[src/rtl/s2l_ctrl.sv]
// valid chain and per-stage load enables of the pipeline
`default_nettype none

module s2l_ctrl #(
    parameter int unsigned STG_CNT = 13
) (
    input  wire logic               aclk,
    input  wire logic               aresetn,
    input  wire logic               s_valid,
    output logic                    s_ready,
    output logic                    m_valid,
    input  wire logic               m_ready,
    output logic [STG_CNT-1:0]      stage_en
);

    logic [STG_CNT-1:0] valid_reg;
    logic [STG_CNT-1:0] valid_next;

    // a stage loads when it is empty or the stage after it moves
    always_comb begin
        stage_en[STG_CNT-1] = !valid_reg[STG_CNT-1] || m_ready;
        for (int k = STG_CNT - 2; k >= 0; k--) begin
            stage_en[k] = !valid_reg[k] || stage_en[k+1];
        end
    end

    always_comb begin
        valid_next[0] = stage_en[0] ? s_valid : valid_reg[0];
        for (int k = 1; k < STG_CNT; k++) begin
            if (stage_en[k]) begin
                valid_next[k] = valid_reg[k-1];
            end else begin
                valid_next[k] = valid_reg[k];
            end
        end
    end

    always_ff @(posedge aclk) begin
        if (!aresetn) begin
            valid_reg <= '0;
        end else begin
            valid_reg <= valid_next;
        end
    end

    assign s_ready = stage_en[0];
    assign m_valid = valid_reg[STG_CNT-1];

endmodule

`default_nettype wire

[config.mk]
export PLATFORM = sky130hd
export DESIGN_NAME = s2l_ctrl
export DESIGN_NICKNAME = d
export VERILOG_FILES = /design/src/rtl/s2l_ctrl.sv
export SDC_FILE = /design/constraint.sdc
export NUM_CORES = 1
export LEC_CHECK = 0
export ABC_AREA = 1
export CORE_AREA = 2 2 39 41
export DETAILED_ROUTE_END_ITERATION = 16
export DIE_AREA = 0 0 41 43
export DONT_BUFFER_PORTS = 1
export GPL_TIMING_DRIVEN = 0
export PLACE_DENSITY_LB_ADDON = 0.2
export SYNTH_ARGS = -nofsm -noshare
export SYNTH_HDL_FRONTEND = slang
export SYNTH_SLANG_ARGS = --single-unit
[constraint.sdc]
create_clock -name aclk -period 1.3 [get_ports aclk]
set_clock_uncertainty 0.15 [all_clocks]
set_input_delay 0.065 -clock aclk [delete_from_list [all_inputs] [get_ports aclk]]
set_output_delay 0.065 -clock aclk [all_outputs]
set_load 0.02 [all_outputs]
==> metrics.cfg <==
[synth]
yosysWarnings = 0
synth.yosys.seq_area_share_pct = 48.60
ys_types = 14
ys_ff_latch = 13
synthCells = 59
synth_area_um2 = 535.5
syn-mean-instance-area_um2 = 9.077
synth_fp_nets = 63

[clocking]
cts_tree = built
clk_path_buf_depth = 2
path_clk_slew_ns = 0.08
cts_hold_buffers = 2
clk_latency_ns = 0.27
htree_num_levels = 1
cts_root_buf = clkbuf_4
cts_buffers = 3
clkSinkCount = 13

[setup_path]
cp_data_required_time_ns = 1.09
startpoint_type = register
cp.arrival_ns = 1.87
cp-end-kind = primary output
max_stage_delay_ns = 0.40
cp_common_cell = nor2_4
cp_slowest_cell = dfxtp_4
path_max_fanout = 3
crit_type = reg2out
crit_chain = nand3_4 -> nor2_4 -> nand4_4 -> nor2_4 -> nand4_4 -> nor2_4 -> nand3_4 -> buf_6

[timing]
worstMarginPinSlew_ns = 0.2453
relSlewSlack_pct = 83.63
layout_setup_ws_ns = -0.7894
layout_min_cycle_time_ns = 2.089
maxSlewViolCount = 0
fin_setup_tns_ns = -8.161
setup_viol = 20
fin_crit_sh_pct = 160.7
fmax_mhz = 478.6
final-hold-violation-count = 2
rsz0062_at_grt = true
worst_hold_slack_ns = -0.08811

[power]
p_leak_uw = 0.0002513
cellPowerDensity_nw_per_um2 = 1007
power.total_uw = 668.7
ir_drop_v = 0.0006124

[routing]
antenna_left = 0
first_pass_iters = 2
drt_iter0_markers = 5
drt_wl_total_um = 837
viasPerCell = 4.470
drcViolationCount = 0
wl_per_cell_um = 10.08
vias = 371

[worst_hold_path]
min_path_type = in2reg

[flow_run]
drv_cap = 0

[grt]
grt_usage_pct = 12.64
grt_max_degree = 11
grt_antenna_before_repair = 0
grt_pass1_wl_mm = 1.476
grt_overflow_total = 0
grt_pass1_vias = 375

[die]
ios = 19
start_util_pct = 38.70
core_area_um2 = 1384
fp.dieW_um = 41
die_area_um2 = 1763
die_h_um = 43
rows = 14

[placed_design]
place_inst = 75
port_buffers = 0
place_hpwl_um = 634.8
place.gp.congestion = 0.6538

[cells_and_area]
largest_reg_flops = 13
drive_gt1_share_pct = 38.81
diodes = 0
area_growth_pct = 24.07
final_nets = 72
final_cells = 83

[run_status]
violations = negative hold slack, negative setup slack
status = complete, but fails checks

[where the power goes]
| group | internal, uW | total [uW] | switching, uW | leakage (uW) |
|---|---|---|---|---|
| clock network | 119 | 241 | 122 | 0.0000150 |
| logic | 9.25 | 22.6 | 13.3 | 0.000130 |
| registers | 401 | 406 | 4.96 | 0.000106 |
[critical path, delay by kind of cell, from the launching register on]
kind | cells | cell delay [ns]
buffers and inverters | 1 | 0.16
flip-flops | 1 | 0.40
AND/OR/NAND/NOR | 7 | 1.04
[cell usage in the layout (no fill, tap or decap), drive strengths merged]
cell type,netlist,layout
dlygate4sd3,0,2
nand4,2,2
a21oi,9,9
inv,16,16
buf,1,3
o21a,2,2
nand3,2,2
clkbuf,1,5
nor2,9,9
nand2,4,4
dfxtp,13,13
[final timing paths]
check,cells after the start,to,slack [ns],from
hold / removal,3,valid_reg[11],-0.09,m_ready
setup / recovery,8,stage_en[0],-0.79,valid_reg[12]
setup reg to reg,9,valid_reg[1],-0.61,valid_reg[12]
hold reg to reg,2,valid_reg[12],0.33,valid_reg[11]
[cells in the mapped netlist]
master	number	share of area, %
dfxtp_1	13	49
inv_1	15	11
inv_2	1	0.70
nand2_2	1	1.2
o21a_1	2	2.8
clkbuf_1	1	0.70
buf_4	1	1.4
nor2_4	3	6.3
nand2_1	3	2.1
a21oi_2	2	3.3
nor2_1	6	4.2
nand4_4	2	7.9
nand3_2	2	3.7
a21oi_1	7	6.5
[repair_timing]
item,CTS,global route
setup buffers,2,1
pin swaps,3,2
setup endpoints to repair,21,23
gates resized for setup,4,9
endpoints found under the hold margin,5,2
[kinds of logic (layout without fill, tap and decap cells)]
| logic type | after synthesis | after routing | share of synthesized area, % |
|---|---|---|---|
| compound gates | 11 | 11 | 12.62 |
| buf+inv | 18 | 26 | 13.32 |
| flops | 13 | 13 | 48.60 |
| simple gates | 17 | 17 | 25.47 |
[stage by stage]
step / area [um2] / setup WS (ns) / util [%] / hold WS (ns)
after detailed placement: 574.3 / -0.6339 / 41.50 / 0.04270
after floorplan: 554.3 / -0.5203 / - / 0.03263
after CTS: 641.9 / -0.8650 / 46.38 / -0.09016
final: 664.4 / -0.7894 / 48.01 / -0.08811
after global routing: 664.4 / -0.9176 / 48.01 / -0.08295
after global placement: 574.3 / -0.6256 / 41.50 / 0.04183
[final cells by class]
| type | instances | area (um2) |
|---|---|---|
| Sequential cell | 13 | 264.0 |
| Tap cell | 16 | 20.02 |
| Clock buffer | 4 | 26.28 |
| Multi-Input combinational cell | 28 | 240.2 |
| Timing Repair Buffer | 4 | 35.03 |
| Buffer | 2 | 16.27 |
| Fill cell | 141 | 719.4 |
| Inverter | 16 | 62.56 |
[metal layers]
metal	GRT usage (%)	vias up	wire length [um]
met1	14.47	166	351
met3	6.283	0	49
met4	6.000	0	0
met2	18.75	11	436
met5	0	-	0
li1	-	194	-
No activity file was read; power rests on OpenSTA's default activity.
