===== src/rtl/s2l_pkg.sv =====
// shared types, constants and table builders for the srgb to cielab pipeline
`default_nettype none

package s2l_pkg;

    typedef struct packed {
        logic [7:0] red;
        logic [7:0] green;
        logic [7:0] blue;
    } pixel_in_t;

    typedef struct packed {
        logic [6:0]        lightness;
        logic signed [7:0] a_star;
        logic signed [7:0] b_star;
    } pixel_out_t;

    localparam int unsigned GAMMA_DEPTH = 256;
    localparam int unsigned SEG_BITS    = 10;
    localparam int unsigned CBRT_DEPTH  = (1 << SEG_BITS) + 1;

    // matrix rows, x and z rows pre-scaled by 100 so the white point divide is integral
    localparam int unsigned KX_R  = 412400;
    localparam int unsigned KX_G  = 357600;
    localparam int unsigned KX_B  = 180400;
    localparam int unsigned X_RND = 475228;
    localparam int unsigned X_DIV = 950456;
    localparam int unsigned KY_R  = 2126;
    localparam int unsigned KY_G  = 7152;
    localparam int unsigned KY_B  = 722;
    localparam int unsigned Y_RND = 5000;
    localparam int unsigned Y_DIV = 10000;
    localparam int unsigned KZ_R  = 19300;
    localparam int unsigned KZ_G  = 119200;
    localparam int unsigned KZ_B  = 950200;
    localparam int unsigned Z_RND = 544377;
    localparam int unsigned Z_DIV = 1088754;

    // dark segment: (7787*t + 500) / 1000 via reciprocal, exact below 2**31
    localparam int unsigned   LIN_MUL   = 7787;
    localparam int unsigned   LIN_RND   = 500;
    localparam int unsigned   LIN_W     = 31;
    localparam logic [63:0]   LIN_MAGIC = 64'd2199023256;
    localparam int unsigned   LIN_SHIFT = 41;

    localparam int unsigned L_SCALE = 116;
    localparam int unsigned L_BIAS  = 16;
    localparam int unsigned L_MAX   = 100;
    localparam int unsigned A_SCALE = 500;
    localparam int unsigned B_SCALE = 200;

    function automatic logic [63:0] mul30(logic [63:0] a, logic [63:0] b);
        return (a * b) >> 30;
    endfunction

    // largest q30 y with y**n <= x
    function automatic logic [63:0] root30(logic [63:0] x, int unsigned n);
        logic [63:0] lo;
        logic [63:0] hi;
        logic [63:0] mid;
        logic [63:0] p;
        lo = 64'd0;
        hi = 64'd1 << 30;
        while (lo < hi) begin
            mid = (lo + hi + 64'd1) >> 1;
            p = mid;
            for (int unsigned i = 1; i < n; i++) begin
                p = mul30(p, mid);
            end
            if (p <= x) begin
                lo = mid;
            end else begin
                hi = mid - 64'd1;
            end
        end
        return lo;
    endfunction

    function automatic logic [63:0] to_frac(logic [63:0] v30, int unsigned f);
        return (v30 + (64'd1 << (29 - f))) >> (30 - f);
    endfunction

    function automatic logic [63:0] gamma_entry(int unsigned c, int unsigned f);
        logic [63:0] cc;
        logic [63:0] x;
        logic [63:0] y;
        logic [63:0] v30;
        cc = 64'(c);
        if (cc * 64'd100000 > 64'd1031475) begin
            x   = (((cc * 64'd1000 + 64'd14025) << 30) + 64'd134512) / 64'd269025;
            y   = root30(x, 5);
            v30 = mul30(mul30(x, x), mul30(y, y));
        end else begin
            v30 = (((cc * 64'd10) << 30) + 64'd16473) / 64'd32946;
        end
        return to_frac(v30, f);
    endfunction

    function automatic logic [63:0] cbrt_entry(int unsigned k, int unsigned f);
        return to_frac(root30(64'(k) << (30 - SEG_BITS), 3), f);
    endfunction

    function automatic logic [63:0] lab_thr(int unsigned f);
        return ((64'd8856 << f) + 64'd500000) / 64'd1000000;
    endfunction

    function automatic logic [63:0] lab_off(int unsigned f);
        return ((64'd16 << f) + 64'd58) / 64'd116;
    endfunction

endpackage

`default_nettype wire


===== src/rtl/s2l_lab.sv =====
// l, a, b scaling, truncation toward zero and saturation into the output register
`default_nettype none

module s2l_lab #(
    parameter int unsigned FRAC_W = 16
) (
    input  wire logic             aclk,
    input  wire logic [1:0]       stage_en,
    input  wire logic [FRAC_W:0]  fx,
    input  wire logic [FRAC_W:0]  fy,
    input  wire logic [FRAC_W:0]  fz,
    output s2l_pkg::pixel_out_t   pix
);

    localparam int unsigned L_W = FRAC_W + 9;
    localparam int unsigned A_W = FRAC_W + 11;
    localparam int unsigned Q_W = A_W - FRAC_W;

    logic [L_W-1:0] l_reg;
    logic [A_W-1:0] a_reg, b_reg;

    // modulo arithmetic, read back as two's complement
    always_ff @(posedge aclk) begin
        if (stage_en[0]) begin
            l_reg <= L_W'(s2l_pkg::L_SCALE) * L_W'(fy) - (L_W'(s2l_pkg::L_BIAS) << FRAC_W);
            a_reg <= A_W'(s2l_pkg::A_SCALE) * (A_W'(fx) - A_W'(fy));
            b_reg <= A_W'(s2l_pkg::B_SCALE) * (A_W'(fy) - A_W'(fz));
        end
    end

    logic [L_W-1:0]       l_int;
    logic [6:0]           l_sat;
    logic signed [7:0]    a_sat, b_sat;

    assign l_int = l_reg >> FRAC_W;
    always_comb begin
        if (l_reg[L_W-1]) begin
            l_sat = '0;
        end else if (l_int > L_W'(s2l_pkg::L_MAX)) begin
            l_sat = 7'(s2l_pkg::L_MAX);
        end else begin
            l_sat = 7'(l_int);
        end
    end

    function automatic logic [7:0] sat8(logic [A_W-1:0] v);
        logic           neg;
        logic [A_W-1:0] mag;
        logic [Q_W-1:0] q;
        logic [7:0]     r;
        neg = v[A_W-1];
        mag = neg ? (~v + A_W'(1)) : v;
        q   = Q_W'(mag >> FRAC_W);
        if (neg) begin
            r = (q > Q_W'(128)) ? 8'h80 : 8'(Q_W'(0) - q);
        end else begin
            r = (q > Q_W'(127)) ? 8'h7f : 8'(q);
        end
        return r;
    endfunction

    assign a_sat = $signed(sat8(a_reg));
    assign b_sat = $signed(sat8(b_reg));

    s2l_pkg::pixel_out_t pix_reg;

    always_ff @(posedge aclk) begin
        if (stage_en[1]) begin
            pix_reg.lightness <= l_sat;
            pix_reg.a_star    <= a_sat;
            pix_reg.b_star    <= b_sat;
        end
    end

    assign pix = pix_reg;

endmodule

`default_nettype wire


===== config.mk =====
export PLATFORM = sky130hd
export DESIGN_NAME = s2l_lab
export DESIGN_NICKNAME = d
export VERILOG_FILES = /design/src/rtl/s2l_pkg.sv /design/src/rtl/s2l_lab.sv
export SDC_FILE = /design/constraint.sdc
export NUM_CORES = 1
export LEC_CHECK = 0
export BUFFER_PORTS_ARGS = -buffer_cell sky130_fd_sc_hd__buf_4
export CAP_MARGIN = 20
export CORE_UTILIZATION = 35
export CTS_CLUSTER_DIAMETER = 60
export DETAILED_ROUTE_END_ITERATION = 8
export PLACE_DENSITY_LB_ADDON = 0.08
export SETUP_SLACK_MARGIN = 0.2
export SLEW_MARGIN = 10
export SYNTH_ARGS = -nofsm -noshare
export SYNTH_HDL_FRONTEND = slang
export SYNTH_SLANG_ARGS = --single-unit
export TNS_END_PERCENT = 5

===== constraint.sdc =====
create_clock -name aclk -period 15 [get_ports aclk]
set_input_delay 3 -clock aclk [delete_from_list [all_inputs] [get_ports aclk]]
set_output_delay 3 -clock aclk [all_outputs]
set_load 0.03 [all_outputs]

==> results of run 1 <==
-- how the worst max path moves through the flow --
stage                               end  cells after the start
floorplan           a_reg[26]$_DFFE_PP_                     28
global placement    a_reg[26]$_DFFE_PP_                     28
detailed placement  a_reg[26]$_DFFE_PP_                     28
CTS                 a_reg[26]$_DFFE_PP_                     28
global route        a_reg[26]$_DFFE_PP_                     28
finish              a_reg[26]$_DFFE_PP_                     28
-- per-layer routing --
layer  part of all wire, %  routed length (um)
met1                    56               14390
met2                    39                9989
met3                   3.1                 791
met4                   1.1                 284
met5                 0.051                  13
-- metrics by stage --
stage                     instance area [um^2]  util [%]  hold slack, ns
after floorplan                          11880         -          0.5183
after global placement                   12960     38.74          0.5627
after detailed placement                 12960     38.74          0.5550
after CTS                                13260     39.65          0.5855
after global routing                     13260     39.65          0.6105
final                                    13260     39.65          0.5813
-- synthesized netlist by cell type (4+ instances only) --
cell	number
inv_1	282
ha_1	179
fa_1	103
edfxtp_1	81
xnor2_1	80
nor2_1	72
a21oi_1	61
nand2_1	50
o21ai_0	41
xor2_1	35
a21o_1	28
nor3_1	21
clkbuf_1	16
nand3_1	16
nor2b_1	15
o21bai_1	12
nand4_1	11
a31oi_1	10
o21a_1	10
and3_1	9
nand2b_1	9
nor4_1	9
a211oi_1	8
and2_1	8
o31ai_1	8
o22ai_1	7
mux2i_1	6
o22a_1	6
or2_2	6
a41oi_1	5
o211ai_1	5
and4_1	4
nand3b_1	4
-- critical path, cell delays in order --
cell and delay [ns]:
buf_4 0.14, ha_1 0.20, fa_1 0.41, nor2b_1 0.13, o21ai_0 0.16, a21oi_1 0.24
o21ai_0 0.19, a211oi_1 0.38, o211ai_1 0.21, nand3_1 0.11, nor2b_1 0.60, inv_1 0.14
fa_1 0.51, fa_1 0.51, inv_1 0.05, fa_1 0.49, inv_1 0.05, fa_1 0.49
inv_1 0.04, ha_1 0.33, a21o_1 0.20, a21o_1 0.17, a21oi_1 0.19, nor2_1 0.08
a31oi_1 0.14, a31o_2 0.18, xnor2_1 0.12, xnor2_1 0.09
-- logic make-up after synthesis --
family | count (synthesis) | share of synthesized area [%]
buffers and inverters | 301 | 9.529
adder cells (fa/ha/maj) | 284 | 36.37
AND/OR/NAND/NOR | 244 | 10.21
AO/OA/AOI/OAI | 243 | 14.20
XOR/XNOR | 116 | 8.613
flip-flops | 81 | 20.47
multiplexers | 7 | 0.6002
-- layout make-up --
class / count / area (um^2) / area share, %
flip-flops and latches: 81 / 2432 / 18.34
well taps: 448 / 560.5 / 4.227
inverters: 283 / 1062 / 8.010
clock inverters: 7 / 77.57 / 0.5850
repair buffers: 78 / 585.6 / 4.416
multi-input cells: 894 / 8318 / 62.72
clock buffers: 9 / 225.2 / 1.698
==> run metrics, run 1 <==
status finished, final reports clean; Synth top area share 20.47%; post-layout minimum cycle time between 9 and 10 ns; Rows 67; Cell Count, Final, Fillers Out 1800; Post-synth EDFFs 81; Reg2Reg Depth 10; Synth cell types between 70 and 80; Post-CTS Setup Bufs 0; maxcap violations 0; Post-Place Worst Slack 5.196 ns; vias in the first global route approximately 8.3k; Final Setup Violations 0; Worst-path clk slew 0.08 ns; worst skew pair latency 0.36 ns; actual slew at the worst max-slew pin approximately 0.9 ns; pin count of the biggest net entering global routing 59; GRT overflow 0; antenna violations before repair 1; DRT iter0 DRCs a little under 300; I/O Pins 77; hold depth 1; share of cells above drive strength 1 under 10%; Synth Cell Area 11880 um^2; FF+latch count, synth 81; Post-DP HPWL around 21000 um; vias per cell 4.760; width of the die ~190 um; Clock Path Buffers 2; gr usage total between 10% and 20%; Layout Nets between 1.5k and 2k; TritonCTS clock tree built; met1 GRT Util between 20% and 30%; Worst Hold End pix[20]$_SDFFCE_PP0P_; final WL approximately 25000 um; largest cells by area after synthesis edfxtp_1 (20%), ha_1 (19%), fa_1 (17%); Synth area leader edfxtp_1; dpl cells roughly 1.8k; Worst setup SP type primary input; unrepaired setup endpoints after global routing no; reg2reg start a_reg[4]$_DFFE_PP_; sequential area share after synthesis 20.47%; CTS resizes 0; Data required, critical path 15.10 ns; hold buffer count at cts 0; Core ar. between 30000 and 40000 um^2; Crit. End Element flop; Post-synth ARST share 0%; remaining antenna violation count after routing 0; routed len/inst 14.15 um; Final Hold Violating Endpoints 0; TritonRoute pass-1 iters 5; top_reg_cell synth edfxtp_1; CTS Sinks 81; GPL Wtd Cong 0.8364; Worst R2R Setup Slack about 12 ns; Layout area overhead 11.60%; fmax ~110 MHz; Crit Reg-Reg Endpoint pix[15]$_DFFE_PP_; Yosys warnings 0; mean area per synthesized cell just over 9 um^2; CP Launch Point fy[0]; slew margin rel. 38.77%; H-tree depth 3; M2 GR Usage a little over a fifth; period utilization 63.01%; fill count 3404; Syn Nets approximately 1.6k; Final WS setup about 5.5 ns; Vias ~8.6k; total CTS buffers 9; Mapped Cells between 1k and 1.5k; Hold Crit Start l_reg[20]$_DFFE_PP_; Die Y between 150 and 200 um; setup TNS 0 ns; diodes inserted 0; GRT busiest layer met1; Worst Path Max Fanout 8; # port buffers between 70 and 80; first-pass GRT wire length roughly 43000 um; full die area approximately 35000 um^2; Initial Util about 36%; CTS Root Cell clkbuf_16; GRT met3 Usage approximately 2.3%; crit path DAT ~9.6 ns; Hold Path Class flop to flop; Max Slew Vio Count 0; most frequent cells in the layout inv_1 (282), ha_1 (179), fa_1 (103); most common cell after layout, fill and taps aside inv_1; Final Skew 0.01189 ns; max FFs per register 25; critical setup path kind primary input to flop; residual DRC count 0
Power of run 1 is not shown: default switching activity piles up to over one toggle a cycle in this logic, so the estimate is an artifact.
==> run 2, diff against run 1 <==
==> constraint.sdc (replaced) <==
create_clock -name aclk -period 8.6 [get_ports aclk]
set_input_delay 1.72 -clock aclk [delete_from_list [all_inputs] [get_ports aclk]]
set_output_delay 1.72 -clock aclk [all_outputs]
set_load 0.03 [all_outputs]
==> run metrics, run 2 (synthesis gave the netlist of run 1 again) <==
status finished, final reports clean; CTS resizes 0; CTS Root Cell clkbuf_16; Core ar. around 33000 um^2; Final Hold Violating Endpoints 0; share of cells above drive strength 1 9.244%; width of the die 186.3 um; Layout Nets 1694; first-pass GRT wire length approximately 42000 um; Die Y between 150 and 200 um; final WL 25680 um; Worst-path clk slew about 0.07 ns; remaining antenna violation count after routing 0; Rows 67; pin count of the biggest net entering global routing 59; Final Skew 0.01293 ns; diodes inserted 0; CP peak stage delay roughly 0.56 ns; maxcap violations 0; design area about 13000 um^2; residual DRC count 0; most common cell after layout, fill and taps aside inv_1; Hold Crit Start l_reg[16]$_DFFE_PP_; unrepaired setup endpoints after global routing no; setup TNS 0 ns; TritonRoute pass-1 iters 4; Worst Path Max Fanout 5; Clock Path Buffers 2; crit path DAT around 8 ns; Initial Util a little over a third; GRT overflow 0; CP Launch Point fy[0]; most frequent cells in the layout inv_1 (282), ha_1 (179), fa_1 (103); slew margin rel. 39.55%; DRT iter0 DRCs roughly 330; full die area between 30000 and 40000 um^2; Final Setup Violations 0; fmax roughly 130 MHz; CTS Sinks 81; worst skew pair latency about 0.36 ns; post-layout minimum cycle time between 7 and 8 ns; Hold Path Class flop to flop; max FFs per register 25; hold buffer count at cts 0; antenna violations before repair 1; reg2reg start a_reg[4]$_DFFE_PP_; Crit. End Element flop; I/O Pins 77; Post-CTS Setup Bufs 0; H-tree depth 3; vias per cell between 4 and 5; Layout area overhead 12.09%; Post-DP HPWL ~22000 um; Max Slew Vio Count 0; # port buffers 76; GPL Wtd Cong 0.8424; actual slew at the worst max-slew pin between 0.8 and 0.9 ns; critical setup path kind primary input to flop; hold_ws around 0.57 ns; Cell Count, Final, Fillers Out 1811; period utilization between 90% and 100%; total CTS buffers 9; Data required, critical path between 8 and 9 ns; dpl cells ~1.8k; most prevalent standard cell on the critical path fa_1; TritonCTS clock tree built; vias in the first global route 8232; Vias between 8k and 9k; Placed Area between 10000 and 15000 um^2; fill count between 3k and 4k; Crit path max-delay family adder cells; gr usage total 15.68%; Slowest-stage cell, CP fa_1; Worst setup SP type primary input; Buf/Inv on CP 3; routed len/inst approximately 14 um
-- run 2: changes by cell type in the layout (fill, tap and decap cells not counted) --
cell and delta:
buf_4 +11, bufinv_16 -1, clkinv_4 -1, clkinv_2 +1, inv_6 +1
-- run 2: worst paths after layout --
check                          endpoint  slack [ns]  cells after the start
hold reg to reg   pix[16]$_SDFFCE_PP0P_        0.57                      1
setup reg to reg      pix[13]$_DFFE_PP_        5.19                      9
hold / removal    pix[16]$_SDFFCE_PP0P_        0.57                      1
setup / recovery    a_reg[26]$_DFFE_PP_        0.66                     28
-- run 2: per-stage QoR --
stage	setup WS [ns]	utilization (%)
6_report	0.6627	39.82
3_3_place_gp	0.3676	38.99
2_1_floorplan	0.9705	-
3_5_place_dp	0.3314	38.99
5_1_grt	0.2124	39.82
4_1_cts	0.6824	39.82
-- run 2: final cells by class --
| cell class | instances | area, um^2 | share of cell area [%] |
|---|---|---|---|
| Timing Repair Buffer | 89 | 668.1 | 5.016 |
| Tap cell | 448 | 560.5 | 4.209 |
| Sequential cell | 81 | 2432 | 18.26 |
| Clock buffer | 9 | 225.2 | 1.691 |
| Clock inverter | 7 | 52.55 | 0.3946 |
| Inverter | 283 | 1062 | 7.976 |
| Multi-Input combinational cell | 894 | 8318 | 62.45 |
-- run 2: routing by layer --
layer,share of wire [%],global-route usage [%]
met5,0.051,0
met4,1.0,3.508
met3,3.2,2.862
met2,40,21.78
met1,56,24.63
-- run 2: worst register-to-register path: stages (launching register included) --
cell      delay (ns)
edfxtp_1        0.36
nor4_1          0.54
and4_1          0.45
nand3_1         0.23
or4_4           0.49
a31oi_1         0.18
nor2b_1         0.06
o21ai_0         0.32
a21boi_2        0.34
o22ai_1         0.16
Power of run 2 is left out for the same reason.
==> run 3, diff against run 2 <==
--- a/config.mk
+++ b/config.mk
@@ -11,6 +11,7 @@
 export CTS_CLUSTER_DIAMETER = 60
 export DETAILED_ROUTE_END_ITERATION = 8
 export PLACE_DENSITY_LB_ADDON = 0.08
+export REMOVE_ABC_BUFFERS = 1
 export SETUP_SLACK_MARGIN = 0.2
 export SLEW_MARGIN = 10
 export SYNTH_ARGS = -nofsm -noshare
==> run metrics, run 3 (synthesis gave the netlist of run 1 again) <==
status finished, final reports clean; share of cells above drive strength 1 between 9 and 10%; Buf/Inv on CP 5; # port buffers 76; worst skew pair latency around 0.37 ns; Hold Crit Start l_reg[17]$_DFFE_PP_; max FFs per register 25; Worst Hold End pix[17]$_SDFFCE_PP0P_; Crit Reg-Reg Endpoint pix[15]$_DFFE_PP_; CP peak stage delay between 0.5 and 0.6 ns; CTS Sinks ~80; fill count 3428; TritonRoute pass-1 iters 6; hold buffer count at cts 0; Worst R2R Setup Slack between 5 and 6 ns; total CTS buffers 9; reg2reg start a_reg[4]$_DFFE_PP_; Hold Path Class flop to flop; Post-DP HPWL roughly 21000 um; actual slew at the worst max-slew pin 0.9983 ns; hold depth 1; Rows between 60 and 70; vias in the first global route 8207; TritonCTS clock tree built; full die area ~35000 um^2; crit path DAT 8.00 ns; critical setup path kind primary input to flop; Vias about 8.6k; Post-CTS Setup Bufs 0; diodes inserted 0; slew margin rel. around 33%; DRT iter0 DRCs 387; post-layout minimum cycle time between 7 and 8 ns; fmax between 100 and 150 MHz; I/O Pins 77; setup TNS 0 ns; Crit. End Element flop; gr usage total between 10% and 20%; pin count of the biggest net entering global routing between 50 and 60; Layout area overhead 12.44%; Final Hold Violating Endpoints 0; Max Slew Vio Count 0; most frequent cells in the layout inv_1 (282), ha_1 (179), fa_1 (103); final WL approximately 26000 um; unrepaired setup endpoints after global routing no; GRT overflow 0; Final Skew approximately 0.012 ns; Clock Path Buffers 2; Worst Path Max Fanout 5; Worst-path clk slew around 0.070 ns; Initial Util a little over a third; routed len/inst between 10 and 15 um; GPL Wtd Cong between 0.7 and 0.8; width of the die ~190 um; remaining antenna violation count after routing 0; residual DRC count 0; CTS resizes 0; period utilization between 90% and 100%; antenna violations before repair 0; H-tree depth 3; Worst setup SP type primary input; Data required, critical path around 8.7 ns; Crit path max-delay family adder cells; Layout Nets roughly 1.7k; Slowest-stage cell, CP fa_1; vias per cell approximately 4.8; Core ar. about 33000 um^2; first-pass GRT wire length 42460 um; Final Setup Violations 0; CTS Root Cell clkbuf_16; Reg2Reg Depth 10; Die Y about 190 um; most common cell after layout, fill and taps aside inv_1; maxcap violations 0
[run 3: changes by cell type in the layout (fill, tap and decap cells not counted), sizes merged]
cell    delta
bufinv     +2
inv        -2
[run 3: worst max path at each step]
stage	from	to	slack (ns)	cells after the start
after CTS	fy[0]	a_reg[26]$_DFFE_PP_	0.76	29
after detailed placement	fy[0]	a_reg[26]$_DFFE_PP_	0.39	29
after global placement	fy[0]	a_reg[26]$_DFFE_PP_	0.41	29
after floorplan	fx[0]	a_reg[26]$_DFFE_PP_	0.97	28
final	fy[0]	a_reg[26]$_DFFE_PP_	0.72	29
after global routing	fy[0]	a_reg[26]$_DFFE_PP_	0.29	29
[run 3: routing by layer]
metal  global-route usage [%]  up-vias  wire length [um]
met1                    25.24     4038             14640
met2                    21.73       92              9956
met5                        0        -                 0
met3                    2.590       15               666
met4                    3.967        0               289
li1                         -     4465                 -
[run 3: layout make-up]
cell class | count | area [um^2] | area share [%]
flip-flops and latches | 81 | 2432 | 18.21
repair buffers | 89 | 668.1 | 5.001
well taps | 448 | 560.5 | 4.196
multi-input cells | 894 | 8318 | 62.26
clock buffers | 9 | 225.2 | 1.686
inverters | 283 | 1062 | 7.951
clock inverters | 7 | 93.84 | 0.7024
[run 3: metrics by stage]
step                      utilization [%]  hold slack, ns  area (um^2)  instances  setup WS, ns
final                               39.94          0.5551        13360       1811        0.7203
after global routing                39.94          0.5859        13360       1811        0.2892
after floorplan                         -          0.5183        11810       1258        0.9705
after global placement              38.99          0.5506        13040       1795        0.4143
after CTS                           39.94          0.5630        13360       1811        0.7591
after detailed placement            38.99          0.5522        13040       1795        0.3923
Power of run 3 is left out for the same reason.
